==> config.mk <==
export PLATFORM = sky130hd
export DESIGN_NAME = zoned_rice_decoder_flat
export DESIGN_NICKNAME = d
export VERILOG_FILES = /design/src/hw/rtl/zrd_pkg.sv /design/src/hw/rtl/zrd_stream_if.sv /design/src/hw/rtl/zrd_result_if.sv /design/src/hw/rtl/zrd_value_unit.sv /design/src/hw/rtl/zoned_rice_decoder.sv /design/src/flat_wrapper.sv
export SDC_FILE = /design/constraint.sdc
export NUM_CORES = 2
export LEC_CHECK = 0
export BUFFER_PORTS_ARGS = -buffer_cell sky130_fd_sc_hd__buf_2
export CAP_MARGIN = 20
export CELL_PAD_IN_SITES_DETAIL_PLACEMENT = 1
export CELL_PAD_IN_SITES_GLOBAL_PLACEMENT = 1
export CORE_MARGIN = 2
export CORE_UTILIZATION = 44
export DETAILED_ROUTE_END_ITERATION = 10
export PLACE_DENSITY = 0.74
export SKIP_LAST_GASP = 1
export SLEW_MARGIN = 15
export SYNTH_ARGS = -nofsm -noshare
export SYNTH_HDL_FRONTEND = slang
export SYNTH_HIERARCHICAL = 1
export SYNTH_SLANG_ARGS = --single-unit
==> constraint.sdc <==
create_clock -name clk_i -period 8.3 [get_ports clk_i]
set_input_delay 1.245 -clock clk_i [delete_from_list [all_inputs] [get_ports clk_i]]
set_output_delay 1.245 -clock clk_i [all_outputs]
set_load 0.05 [all_outputs]
==> src/hw/rtl/zrd_pkg.sv <==
`timescale 1ns / 1ps
package zrd_pkg;

  localparam int unsigned SAMPLE_W    = 32;
  localparam int unsigned COUNT_W     = 16;
  localparam int unsigned K_W         = 5;
  localparam int unsigned HEADER_BITS = 5;
  localparam int unsigned K_MAX       = 31;
  localparam int unsigned ZONED_MIN   = 64;
  localparam int unsigned MAX_RESULTS = 32;
  localparam int unsigned CFG_IDX_W   = 1;
  localparam int unsigned CFG_DATA_W  = 16;

  localparam logic [CFG_IDX_W-1:0] CFG_SEG_LEN   = 1'd0;
  localparam logic [CFG_IDX_W-1:0] CFG_ZONE_MODE = 1'd1;

  typedef struct packed {
    logic [SAMPLE_W-1:0] sample;
    logic                overflow;
  } value_t;

endpackage

==> src/hw/rtl/zrd_stream_if.sv <==
`timescale 1ns / 1ps
interface zrd_stream_if #(
  parameter int unsigned WORD_BITS = 32
);
  logic                 valid;
  logic                 ready;
  logic [WORD_BITS-1:0] stream_word;
  logic                 restart;

  modport source (output valid, output stream_word, output restart, input ready);
  modport sink   (input valid, input stream_word, input restart, output ready);
endinterface

==> src/hw/rtl/zrd_result_if.sv <==
`timescale 1ns / 1ps
interface zrd_result_if;
  logic                                valid;
  logic                                ready;
  logic signed [zrd_pkg::SAMPLE_W-1:0] sample;
  logic [zrd_pkg::COUNT_W-1:0]         repeat_count;
  logic                                segment_end;
  logic                                decode_error;

  modport source (output valid, output sample, output repeat_count, output segment_end,
                  output decode_error, input ready);
  modport sink   (input valid, input sample, input repeat_count, input segment_end,
                  input decode_error, output ready);
endinterface

==> src/hw/rtl/zrd_value_unit.sv <==
`timescale 1ns / 1ps
module zrd_value_unit #(
  parameter int unsigned ZONE_COUNT = 8,
  parameter int unsigned START_W    = 35
) (
  input  logic [zrd_pkg::SAMPLE_W-1:0] unary_i,
  input  logic [zrd_pkg::K_W-1:0]      k_i,
  input  logic [START_W-1:0]           start_i,
  input  logic [zrd_pkg::SAMPLE_W-1:0] literal_i,
  output zrd_pkg::value_t              value_o
);
  localparam int unsigned VW = 2 * zrd_pkg::SAMPLE_W;

  logic [zrd_pkg::SAMPLE_W-1:0] escape;
  logic [VW-1:0]                shifted;
  logic [VW-1:0]                total;
  logic [zrd_pkg::SAMPLE_W-1:0] lo;

  // escape part only beyond the last zone
  always_comb begin
    if (unary_i < zrd_pkg::SAMPLE_W'(ZONE_COUNT)) begin
      escape = '0;
    end else begin
      escape = unary_i - zrd_pkg::SAMPLE_W'(ZONE_COUNT) + 1'b1;
    end
    shifted = {{zrd_pkg::SAMPLE_W{1'b0}}, escape} << k_i;
    total   = shifted + VW'(start_i) + VW'(literal_i);
    lo      = total[zrd_pkg::SAMPLE_W-1:0];
    value_o.sample   = (lo >> 1) ^ {zrd_pkg::SAMPLE_W{lo[0]}};
    value_o.overflow = |total[VW-1:zrd_pkg::SAMPLE_W];
  end
endmodule

==> src/hw/rtl/zoned_rice_decoder.sv <==
`timescale 1ns / 1ps
// bit-serial rice decoder: one stream bit per cycle while a word is held and decode is not stalled;
// each decoded sample adds an emit step and each coded header a pass over the zones for their start
// codes; ready only when the previous word is fully consumed and neither pass nor emit step runs;
// a sample result is loaded by the emit step after its last bit, a silence result at the edge of its
// last header bit; results sit in an output register so decode runs on while one waits for a transfer
// a full output register stalls another load; rst_ni clears all control state and the zone tables
module zoned_rice_decoder #(
  parameter int unsigned ZONE_COUNT = 8,
  parameter int unsigned WORD_BITS  = 32
) (
  input  logic                              clk_i,
  input  logic                              rst_ni,
  input  logic                              cfg_we_i,
  input  logic [zrd_pkg::CFG_IDX_W-1:0]     cfg_index_i,
  input  logic [zrd_pkg::CFG_DATA_W-1:0]    cfg_wdata_i,
  zrd_stream_if.sink                        stream_i,
  zrd_result_if.source                      result_o
);
  localparam int unsigned ZW      = $clog2(ZONE_COUNT);
  localparam int unsigned START_W = zrd_pkg::SAMPLE_W + ZW;
  localparam int unsigned CNT_W   = $clog2(WORD_BITS + 1);
  localparam int unsigned SW      = zrd_pkg::SAMPLE_W;
  localparam int unsigned KW      = zrd_pkg::K_W;
  localparam int unsigned NW      = $clog2(zrd_pkg::MAX_RESULTS + 1);

  // decode phases
  localparam logic [2:0] PH_HEADER      = 3'd0;
  localparam logic [2:0] PH_ZONE_ONES   = 3'd1;
  localparam logic [2:0] PH_ZONE_SECOND = 3'd2;
  localparam logic [2:0] PH_UNARY       = 3'd3;
  localparam logic [2:0] PH_LITERAL     = 3'd4;
  localparam logic [2:0] PH_FINISH      = 3'd5;
  localparam logic [2:0] PH_EMIT        = 3'd6;

  // configuration
  logic [zrd_pkg::COUNT_W-1:0] seg_len_q;
  logic                        zone_mode_q;

  // decode state
  logic [2:0]                  phase_q, phase_d;
  logic [KW-1:0]               ktab_q [ZONE_COUNT];
  logic [KW-1:0]               ktab_d [ZONE_COUNT];
  logic [START_W-1:0]          start_q [ZONE_COUNT];
  logic [START_W-1:0]          start_d [ZONE_COUNT];
  logic [SW-1:0]               unary_q, unary_d;
  logic [SW-1:0]               lit_q, lit_d;
  logic [KW-1:0]               lidx_q, lidx_d;
  logic [zrd_pkg::COUNT_W-1:0] left_q, left_d;
  logic [ZW:0]                 zi_q, zi_d;
  logic                        seg_err_q, seg_err_d;
  logic [ZW-1:0]               fin_q, fin_d;
  logic [START_W-1:0]          acc_q, acc_d;

  // word shifter
  logic [WORD_BITS-1:0]        word_q, word_d;
  logic [CNT_W-1:0]            cnt_q, cnt_d;
  logic [NW-1:0]               nres_q, nres_d;

  // output register
  logic                        ov_q, ov_d;
  logic [SW-1:0]               os_q, os_d;
  logic [zrd_pkg::COUNT_W-1:0] orep_q, orep_d;
  logic                        oend_q, oend_d;
  logic                        oerr_q, oerr_d;

  logic                        bit_av, b, out_free, put, load, accept;
  logic [ZW-1:0]               sel;
  logic [KW-1:0]               ksel;
  logic [KW-1:0]               kp1, prev_k, new_k;
  logic [zrd_pkg::COUNT_W-1:0] len;
  logic [SW-1:0]               ones;
  logic [SW-2:0]               half;
  logic                        delta_err;
  zrd_pkg::value_t             val;

  assign bit_av   = cnt_q != '0;
  assign b        = word_q[0];
  assign out_free = !ov_q || result_o.ready;
  assign put      = nres_q < NW'(zrd_pkg::MAX_RESULTS);
  assign len      = (seg_len_q == '0) ? zrd_pkg::COUNT_W'(1) : seg_len_q;
  assign stream_i.ready = (cnt_q == '0) && (phase_q != PH_FINISH) && (phase_q != PH_EMIT);
  assign accept   = stream_i.valid && stream_i.ready;

  // zone chosen by the unary prefix, last zone for escapes
  assign sel  = (unary_q < SW'(ZONE_COUNT)) ? unary_q[ZW-1:0] : ZW'(ZONE_COUNT - 1);
  assign ksel = ktab_q[sel];

  zrd_value_unit #(
    .ZONE_COUNT(ZONE_COUNT),
    .START_W   (START_W)
  ) u_value (
    .unary_i  (unary_q),
    .k_i      (ksel),
    .start_i  (start_q[sel]),
    .literal_i(lit_q),
    .value_o  (val)
  );

  // header bits assembled with the current bit
  assign kp1    = lit_q[KW-1:0] | (KW'(b) << lidx_q);
  assign prev_k = ktab_q[ZW'(zi_q - 1'b1)];

  // delta for the next zone k, from the count of ones (sign in lsb)
  always_comb begin
    ones      = (phase_q == PH_ZONE_ONES) ? unary_q : '0;
    half      = ones[SW-1:1];
    delta_err = 1'b0;
    new_k     = prev_k;
    if (ones[0]) begin
      if (SW'(half) + 1'b1 > SW'(prev_k)) begin
        new_k     = '0;
        delta_err = 1'b1;
      end else begin
        new_k = prev_k - KW'(half) - 1'b1;
      end
    end else if (SW'(half) > SW'(zrd_pkg::K_MAX) - SW'(prev_k)) begin
      new_k     = KW'(zrd_pkg::K_MAX);
      delta_err = 1'b1;
    end else begin
      new_k = prev_k + KW'(half);
    end
  end

  always_comb begin
    phase_d   = phase_q;
    ktab_d    = ktab_q;
    start_d   = start_q;
    unary_d   = unary_q;
    lit_d     = lit_q;
    lidx_d    = lidx_q;
    left_d    = left_q;
    zi_d      = zi_q;
    seg_err_d = seg_err_q;
    fin_d     = fin_q;
    acc_d     = acc_q;
    word_d    = word_q;
    cnt_d     = cnt_q;
    nres_d    = nres_q;
    load      = 1'b0;
    os_d      = os_q;
    orep_d    = orep_q;
    oend_d    = oend_q;
    oerr_d    = oerr_q;

    case (phase_q)
      PH_HEADER: begin
        if (bit_av && !((lidx_q == KW'(zrd_pkg::HEADER_BITS - 1)) && kp1 == '0 && put
                        && !out_free)) begin
          word_d = word_q >> 1;
          cnt_d  = cnt_q - 1'b1;
          if (lidx_q != KW'(zrd_pkg::HEADER_BITS - 1)) begin
            lit_d  = SW'(kp1);
            lidx_d = lidx_q + 1'b1;
          end else begin
            lit_d     = '0;
            lidx_d    = '0;
            seg_err_d = 1'b0;
            if (kp1 == '0) begin
              // silence: one zero result covering the whole segment
              load   = put;
              os_d   = '0;
              orep_d = len;
              oend_d = 1'b1;
              oerr_d = 1'b0;
              if (put) nres_d = nres_q + 1'b1;
            end else begin
              left_d = len;
              for (int z = 0; z < ZONE_COUNT; z++) ktab_d[z] = kp1 - 1'b1;
              if (zone_mode_q && len >= zrd_pkg::COUNT_W'(zrd_pkg::ZONED_MIN)) begin
                zi_d    = (ZW+1)'(1);
                unary_d = '0;
                phase_d = PH_ZONE_ONES;
              end else begin
                fin_d   = '0;
                acc_d   = '0;
                phase_d = PH_FINISH;
              end
            end
          end
        end
      end
      PH_ZONE_ONES, PH_ZONE_SECOND: begin
        if (bit_av) begin
          word_d = word_q >> 1;
          cnt_d  = cnt_q - 1'b1;
          if (phase_q == PH_ZONE_ONES && b) begin
            if (unary_q != '1) unary_d = unary_q + 1'b1;
          end else if (phase_q == PH_ZONE_ONES && unary_q == '0) begin
            phase_d = PH_ZONE_SECOND;
          end else if (phase_q == PH_ZONE_SECOND && !b) begin
            // end of list: remaining zones repeat the last k
            for (int z = 0; z < ZONE_COUNT; z++) begin
              if ((ZW+1)'(z) >= zi_q) ktab_d[z] = prev_k;
            end
            fin_d   = '0;
            acc_d   = '0;
            phase_d = PH_FINISH;
          end else begin
            ktab_d[zi_q[ZW-1:0]] = new_k;
            if (delta_err) seg_err_d = 1'b1;
            zi_d    = zi_q + 1'b1;
            unary_d = '0;
            phase_d = PH_ZONE_ONES;
            if (zi_q + 1'b1 >= (ZW+1)'(ZONE_COUNT)) begin
              fin_d   = '0;
              acc_d   = '0;
              phase_d = PH_FINISH;
            end
          end
        end
      end
      PH_UNARY: begin
        if (bit_av) begin
          word_d = word_q >> 1;
          cnt_d  = cnt_q - 1'b1;
          if (b) begin
            if (unary_q != '1) unary_d = unary_q + 1'b1;
          end else begin
            lit_d   = '0;
            lidx_d  = '0;
            phase_d = (ksel == '0) ? PH_EMIT : PH_LITERAL;
          end
        end
      end
      PH_LITERAL: begin
        if (bit_av) begin
          word_d = word_q >> 1;
          cnt_d  = cnt_q - 1'b1;
          lit_d  = lit_q | (SW'(b) << lidx_q);
          lidx_d = lidx_q + 1'b1;
          if ((KW+1)'(lidx_q) + 1'b1 >= (KW+1)'(ksel)) phase_d = PH_EMIT;
        end
      end
      PH_FINISH: begin
        // start code of each zone, one zone a cycle
        start_d[fin_q] = acc_q;
        acc_d = acc_q + (START_W'(1) << ktab_q[fin_q]);
        if (fin_q == ZW'(ZONE_COUNT - 1)) begin
          unary_d = '0;
          phase_d = PH_UNARY;
        end else begin
          fin_d = fin_q + 1'b1;
        end
      end
      PH_EMIT: begin
        if (!put || out_free) begin
          load    = put;
          os_d    = val.sample;
          orep_d  = zrd_pkg::COUNT_W'(1);
          oend_d  = (left_q - 1'b1) == '0;
          oerr_d  = seg_err_q || val.overflow;
          if (put) nres_d = nres_q + 1'b1;
          left_d  = left_q - 1'b1;
          unary_d = '0;
          lit_d   = '0;
          lidx_d  = '0;
          phase_d = ((left_q - 1'b1) == '0) ? PH_HEADER : PH_UNARY;
        end
      end
      default: phase_d = PH_HEADER;
    endcase

    if (accept) begin
      word_d = stream_i.stream_word;
      cnt_d  = CNT_W'(WORD_BITS);
      nres_d = '0;
      if (stream_i.restart) begin
        phase_d   = PH_HEADER;
        for (int z = 0; z < ZONE_COUNT; z++) begin
          ktab_d[z]  = '0;
          start_d[z] = '0;
        end
        unary_d   = '0;
        lit_d     = '0;
        lidx_d    = '0;
        left_d    = '0;
        zi_d      = '0;
        seg_err_d = 1'b0;
      end
    end

    ov_d = load ? 1'b1 : (result_o.ready ? 1'b0 : ov_q);
  end

  always_ff @(posedge clk_i or negedge rst_ni) begin
    if (!rst_ni) begin
      seg_len_q   <= zrd_pkg::COUNT_W'(256);
      zone_mode_q <= 1'b0;
      phase_q     <= PH_HEADER;
      for (int z = 0; z < ZONE_COUNT; z++) begin
        ktab_q[z]  <= '0;
        start_q[z] <= '0;
      end
      unary_q     <= '0;
      lit_q       <= '0;
      lidx_q      <= '0;
      left_q      <= '0;
      zi_q        <= '0;
      seg_err_q   <= 1'b0;
      fin_q       <= '0;
      acc_q       <= '0;
      cnt_q       <= '0;
      nres_q      <= '0;
      ov_q        <= 1'b0;
    end else begin
      if (cfg_we_i && cfg_index_i == zrd_pkg::CFG_SEG_LEN) seg_len_q <= cfg_wdata_i;
      if (cfg_we_i && cfg_index_i == zrd_pkg::CFG_ZONE_MODE) zone_mode_q <= cfg_wdata_i[0];
      phase_q   <= phase_d;
      ktab_q    <= ktab_d;
      start_q   <= start_d;
      unary_q   <= unary_d;
      lit_q     <= lit_d;
      lidx_q    <= lidx_d;
      left_q    <= left_d;
      zi_q      <= zi_d;
      seg_err_q <= seg_err_d;
      fin_q     <= fin_d;
      acc_q     <= acc_d;
      cnt_q     <= cnt_d;
      nres_q    <= nres_d;
      ov_q      <= ov_d;
    end
  end

  // payload registers
  always_ff @(posedge clk_i) begin
    word_q <= word_d;
    os_q   <= os_d;
    orep_q <= orep_d;
    oend_q <= oend_d;
    oerr_q <= oerr_d;
  end

  assign result_o.valid        = ov_q;
  assign result_o.sample       = os_q;
  assign result_o.repeat_count = orep_q;
  assign result_o.segment_end  = oend_q;
  assign result_o.decode_error = oerr_q;
endmodule
==> src/flat_wrapper.sv <==
// flat-port wrapper written by rule: the top's interface ports become plain ports
module zoned_rice_decoder_flat 
#(
  parameter int unsigned ZONE_COUNT = 8,
  parameter int unsigned WORD_BITS  = 32
)
  (clk_i, rst_ni, cfg_we_i, cfg_index_i, cfg_wdata_i, stream_i_valid, stream_i_stream_word, stream_i_restart, stream_i_ready, result_o_valid, result_o_sample, result_o_repeat_count, result_o_segment_end, result_o_decode_error, result_o_ready);
  zrd_stream_if #(.WORD_BITS(WORD_BITS)) stream_i_i ();
  zrd_result_if result_o_i ();
  input  logic clk_i;
  input  logic rst_ni;
  input  logic cfg_we_i;
  input  logic [zrd_pkg::CFG_IDX_W-1:0] cfg_index_i;
  input  logic [zrd_pkg::CFG_DATA_W-1:0] cfg_wdata_i;
  input wire logic [$bits(stream_i_i.valid)-1:0] stream_i_valid;
  input wire logic [$bits(stream_i_i.stream_word)-1:0] stream_i_stream_word;
  input wire logic [$bits(stream_i_i.restart)-1:0] stream_i_restart;
  output wire logic [$bits(stream_i_i.ready)-1:0] stream_i_ready;
  output wire logic [$bits(result_o_i.valid)-1:0] result_o_valid;
  output wire logic [$bits(result_o_i.sample)-1:0] result_o_sample;
  output wire logic [$bits(result_o_i.repeat_count)-1:0] result_o_repeat_count;
  output wire logic [$bits(result_o_i.segment_end)-1:0] result_o_segment_end;
  output wire logic [$bits(result_o_i.decode_error)-1:0] result_o_decode_error;
  input wire logic [$bits(result_o_i.ready)-1:0] result_o_ready;
  assign stream_i_i.valid = stream_i_valid;
  assign stream_i_i.stream_word = stream_i_stream_word;
  assign stream_i_i.restart = stream_i_restart;
  assign stream_i_ready = stream_i_i.ready;
  assign result_o_valid = result_o_i.valid;
  assign result_o_sample = result_o_i.sample;
  assign result_o_repeat_count = result_o_i.repeat_count;
  assign result_o_segment_end = result_o_i.segment_end;
  assign result_o_decode_error = result_o_i.decode_error;
  assign result_o_i.ready = result_o_ready;
  zoned_rice_decoder #(.ZONE_COUNT(ZONE_COUNT), .WORD_BITS(WORD_BITS)) u_core (.clk_i(clk_i), .rst_ni(rst_ni), .cfg_we_i(cfg_we_i), .cfg_index_i(cfg_index_i), .cfg_wdata_i(cfg_wdata_i), .stream_i(stream_i_i), .result_o(result_o_i));
endmodule
# Word-level counts from Yosys, hierarchy flattened
# Index checks and enable logic that the tools add are counted.
[word_totals]
regBits = 563
inputBits = 55
wordCells = 354
[op_classes]
n_addsub = 20
magnitude_cmp = 21
eq_ne = 28
n_shift = 4
mux = 194
bitwise_logic = 8
n_reduce_logical = 44
[ops]
columns = ["cell", "n"]
rows = [
  ["$mux 32", 31],
  ["$mux 280", 3],
  ["$mux 35", 12],
  ["$mux 40", 9],
  ["$bwmux 280", 1],
  ["$mux 16", 11],
  ["$pmux 32 s5", 1],
  ["$mux 5", 27],
  ["$pmux 32 s2", 2],
  ["$pmux 32 s4", 1],
  ["$bmux 35 s3", 1],
  ["$demux 35 s3", 1],
  ["$pmux 35 s3", 1],
  ["$mux 3", 28],
  ["$pmux 40 s2", 1],
  ["$add 32x1->32 const B", 2],
  ["$add 64x32->64", 1],
  ["$add 64x35->64", 1],
  ["$pmux 16 s2", 2],
  ["$shl 32x5->64", 1],
  ["$mux 6", 9],
  ["$bmux 5 s3", 3],
  ["$bwmux 40", 1],
  ["$mux 4", 10],
  ["other kinds (72)", 159],
]

# Longest topological paths before layout
[logic_depth]
ltp_word = 17
depth_mapped = 41

# Cells and area by module
# The synthesis kept the hierarchy.
[modules_own_cells]
columns = ["module", "instances", "cells_per_inst", "area_each_um2", "seq_area_each_um2"]
rows = [
  ["zoned_rice_decoder", 1, 3716, 32102.0, 14500.2],
  ["zrd_value_unit", 1, 1033, 7155.6, 0.0],
]

# Least setup slack after synthesis
# OpenSTA, ideal clock, no wires.
[synth_timing]
path_type = "register to register"
from = "reg u_core.unary_q[9]"
to = "reg u_core.oerr_q, in the netlist u_core/result_o.decode_error (data pin)"
setup_ns = 0.261
arrival_time_ns = 8.488
required_ns = 8.039
path_slack_ns = -0.448
stages_incl_launch_ff = 36
period_less_slack_ns = 8.748
path_cell_list = "dfrtp_1 > clkbuf_1 > nor4_1 > nand4_1 > nor4_1 > clkbuf_1 > mux2i_1 > nand2_1 > o21ai_0 > o21ai_0 > clkbuf_1 > buf_1 > buf_1 > clkbuf_1 > o21ai_0 > mux2_2 > a211oi_1 > a21oi_1 > o22ai_1 > fa_1 > ha_1 > nand4_1 > nor2_1 > nand3_1 > nor4b_1 > o2111ai_1 > a31oi_1 > a41o_1 > inv_1 > nor4_4 > mux2_2 > or3_1 > a22oi_1 > nand4_1 > nor2_1 > nor2_1"
[synth_rtl]
columns = ["item", "line_no", "source"]
rows = [
  ["start: declaration", "zoned_rice_decoder.sv:46", "logic [SW-1:0] unary_q, unary_d;"],
  ["start signal: assignment", "zoned_rice_decoder.sv:312", "unary_q <= unary_d;"],
  ["end signal: assignment", "zoned_rice_decoder.sv:332", "oerr_q <= oerr_d;"],
  ["end: declaration", "zoned_rice_decoder.sv:65", "logic oerr_q, oerr_d;"],
]

==> impl_results.md <==
* Layout area overhead at 13.8%
* CP Launch Point: u_core/unary_q[6]
* H-tree levels at 3
* Clock slew seen by the registers of the worst setup and hold paths at roughly 0.050 ns
* Ratio of cells with drive above 1 in the final layout at 0.142
* Layout Skew at between 0.02 and 0.03 ns
* Worst-Margin Slew at roughly 1.1 ns
* Crit path largest cell delay at 0.46 ns
* Synth cell count leaders: nand2_1 (942), a21oi_1 (510), dfrtp_1 (480), nor2_1 (374), clkbuf_1 (306)
* Residual DRC count at 0
* Hold crit path type: flip-flop to flip-flop
* Number of synthesized register bits at 563
* Max_slew headroom at 0.241
* Drt first-iter violations at around 3200
* Uppermost layer routed: met4
* Initial antenna violation count at 1
* Area of the multi-input gates at 23300 µm²
* Area contributors post-synth: dfrtp_1 (31%), nand2_1 (9.0%), a21oi_1 (6.5%)
* TritonCTS clock tree: done
* CORE AREA at about 88000 µm²
* Clk buf depth at 3
* CP Capture Type: flip-flop
* Max cap viols at 0
* Placed cell area at about 42000 µm²
* CTS sink cnt at roughly 560
* Routed Antenna Nets at 0
* Die Height at approximately 300 µm
* Post-Syn Nets at about 5000
* CP Buf/Inv Count at 7
* TritonRoute pass-1 iters at 5
* Initial core utilization at 0.444
* Number of synthesized flops with an enable pin at ~80
* Largest net degree at the start of global routing at ~230
* Arr. time, crit path at just over 8 ns
* # setup viols final at 0
* Post-synthesis async set-or-reset flop share at 0.854
* Sequential fraction of the synthesis area at 0.369
* Row count at 109
* Placement Setup Slack at -0.473 ns
* Final Hold Fails at 0
* Hold path start: u_core/nres_q[0]
* Routed WL per cell at 25.2 µm
* Total grt overflow at 0
* Post-synthesis cell count at approximately 4700
* Met3 WL at 8.34 mm
* Overall Global Routing Usage at 0.330
* PortBufs at between 100 and 150
* Outcome: completed
* GPL Wtd Cong at 0.939
* Hold Slack at around 0.52 ns
* Share of the synthesized area in the top cell type at 0.306
* CP Max Fanout at 8
* Routed vias/inst at roughly 6.3
* Final worst slack at approximately 0.37 ns
* Setup CP Type: flip-flop to flip-flop
* DR vias at about 38000
* Crit-path slowest cell: fa_1
* Root Buffer: clkbuf_16
* Avg Cell Area, Syn at approximately 8.3 µm²
* Post-synthesis cell area at between 30000 and 40000 µm²
* Synth area leader: dfrtp_1
* Area of the die at between 90000 and 100000 µm²
* # diodes at 0
* Post-layout nets at just over 5000
* Sequential cell area at ~15000 µm²
* Post-route cell area at 44700 µm²
* Max-slew violations at 0
* Synth unique cells at 110
* Die extent in x at ~300 µm
* Critical path's top delay family: simple AND/OR/NAND/NOR gates
* Final wirelength at 153 mm
* # fillers at roughly 10000
* Met1 Wirelength at around 65 mm
* Cell with the most instances after synthesis: nand2_1
* Synth Warn # at 6
* Later-pin clock latency in the skew report at roughly 0.66 ns
* Vias in the first global route at just under 40000
* Crit path launch type: flip-flop
* First-pass GRT wire length at roughly 240 mm
* CTS buffer count at between 70 and 80
* Fin crit share at 0.956
* WP data required at roughly 8.7 ns
* Max Clock Freq at 126 MHz
* Metal2 WL at between 70 and 80 mm
* Tmin final at 7.93 ns
* Num ports at about 110
* RR Startpoint: u_core/unary_q[6]
* Prevailing post-synth register cell: dfrtp_1
* DP HPWL at slightly above 100 mm
## per-layer routing
| layer | vias up | global-route usage |
|---|---|---|
| li1 | 17258 | - |
| met1 | 19303 | 0.430 |
| met2 | 1222 | 0.560 |
| met3 | 323 | 0.0450 |
| met4 | 0 | 0.122 |
| met5 | - | 0 |
## cell type report
type                       count  share of cell area
clock inverter                31             0.00767
sequential                   563               0.325
timing repair buffer         355              0.0580
multi-input combinational   3710               0.521
inverter                     129              0.0109
clock buffer                  97              0.0453
tap                         1165              0.0326
## final timing paths
path                                                end  slack (ns)  depth (start not counted)
setup / recovery           u_core/result_o.decode_error        0.37                         37
max in group asynchronous           u_core/start_q[142]        5.84                          3
setup reg to reg           u_core/result_o.decode_error        0.37                         37
min in group asynchronous          u_core/seg_len_q[11]        0.66                          1
hold reg to reg                        u_core/nres_q[0]        0.52                          1
hold / removal                         u_core/nres_q[0]        0.52                          1
## logic make-up after synthesis
group,after synthesis,share of synthesized area
flip-flops,563,0.369
AND/OR/NAND/NOR,1894,0.217
adder cells (fa/ha/maj),142,0.0521
AO/OA/AOI/OAI,1319,0.219
multiplexers,222,0.0673
XOR/XNOR,133,0.0297
buffers and inverters,476,0.0460
## timing repair
action / in CTS / in global routing
hold buffers: 0 / 0
gates cloned: 0 / 1
pin swaps: 4 / 15
endpoints found under the setup margin: 1 / 1
buffers inserted: 5 / 4
resized for setup: 13 / 33
## flip-flops by register name, summed over array words and instances, names as in the netlist, 5 cells and up
| register | count |
|---|---|
| u_core/lit_q | 32 |
| u_core/acc_q | 35 |
| u_core/cnt_q | 6 |
| u_core/lidx_q | 5 |
| u_core/result_o.sample | 32 |
| u_core/word_q | 32 |
| u_core/unary_q | 32 |
| u_core/ktab_q | 40 |
| u_core/start_q | 280 |
| u_core/seg_len_q | 16 |
| u_core/result_o.repeat_count | 16 |
| u_core/left_q | 16 |
| u_core/nres_q | 6 |
## stage by stage
| step | std cells | TNS [ns] | util |
|---|---|---|---|
| after CTS | 6044 | 0 | 0.503 |
| after floorplan | 4749 | 0 | - |
| after global placement | 5910 | -0.310 | 0.475 |
| final | 6050 | 0 | 0.506 |
| after global routing | 6050 | -0.0600 | 0.506 |
| after detailed placement | 5911 | -0.473 | 0.475 |
## placed cells by master (no fill, tap or decap), types with 32 or more instances in the layout
cell type  instances
o221ai_1          45
o21ai_0          191
inv_1            125
a21oi_1          506
fa_1              35
o221a_2           37
a22oi_1           75
nand2_1          942
edfxtp_1          82
nand3_1           82
xor2_1            44
o22ai_1           32
dfrtp_1          476
xnor2_1           89
and3_1            67
a211oi_1          49
mux2i_1          144
a21o_1            58
nor2_1           368
buf_4            231
nor3_1            94
nand4_1           58
ha_1             105
a31oi_1           38
nor4_1            43
mux2_2            46
and2_1            47
buf_2            106
clkbuf_16         72
Power is not shown: default switching activity piles up to over one toggle a cycle in this logic, so the estimate is an artifact.
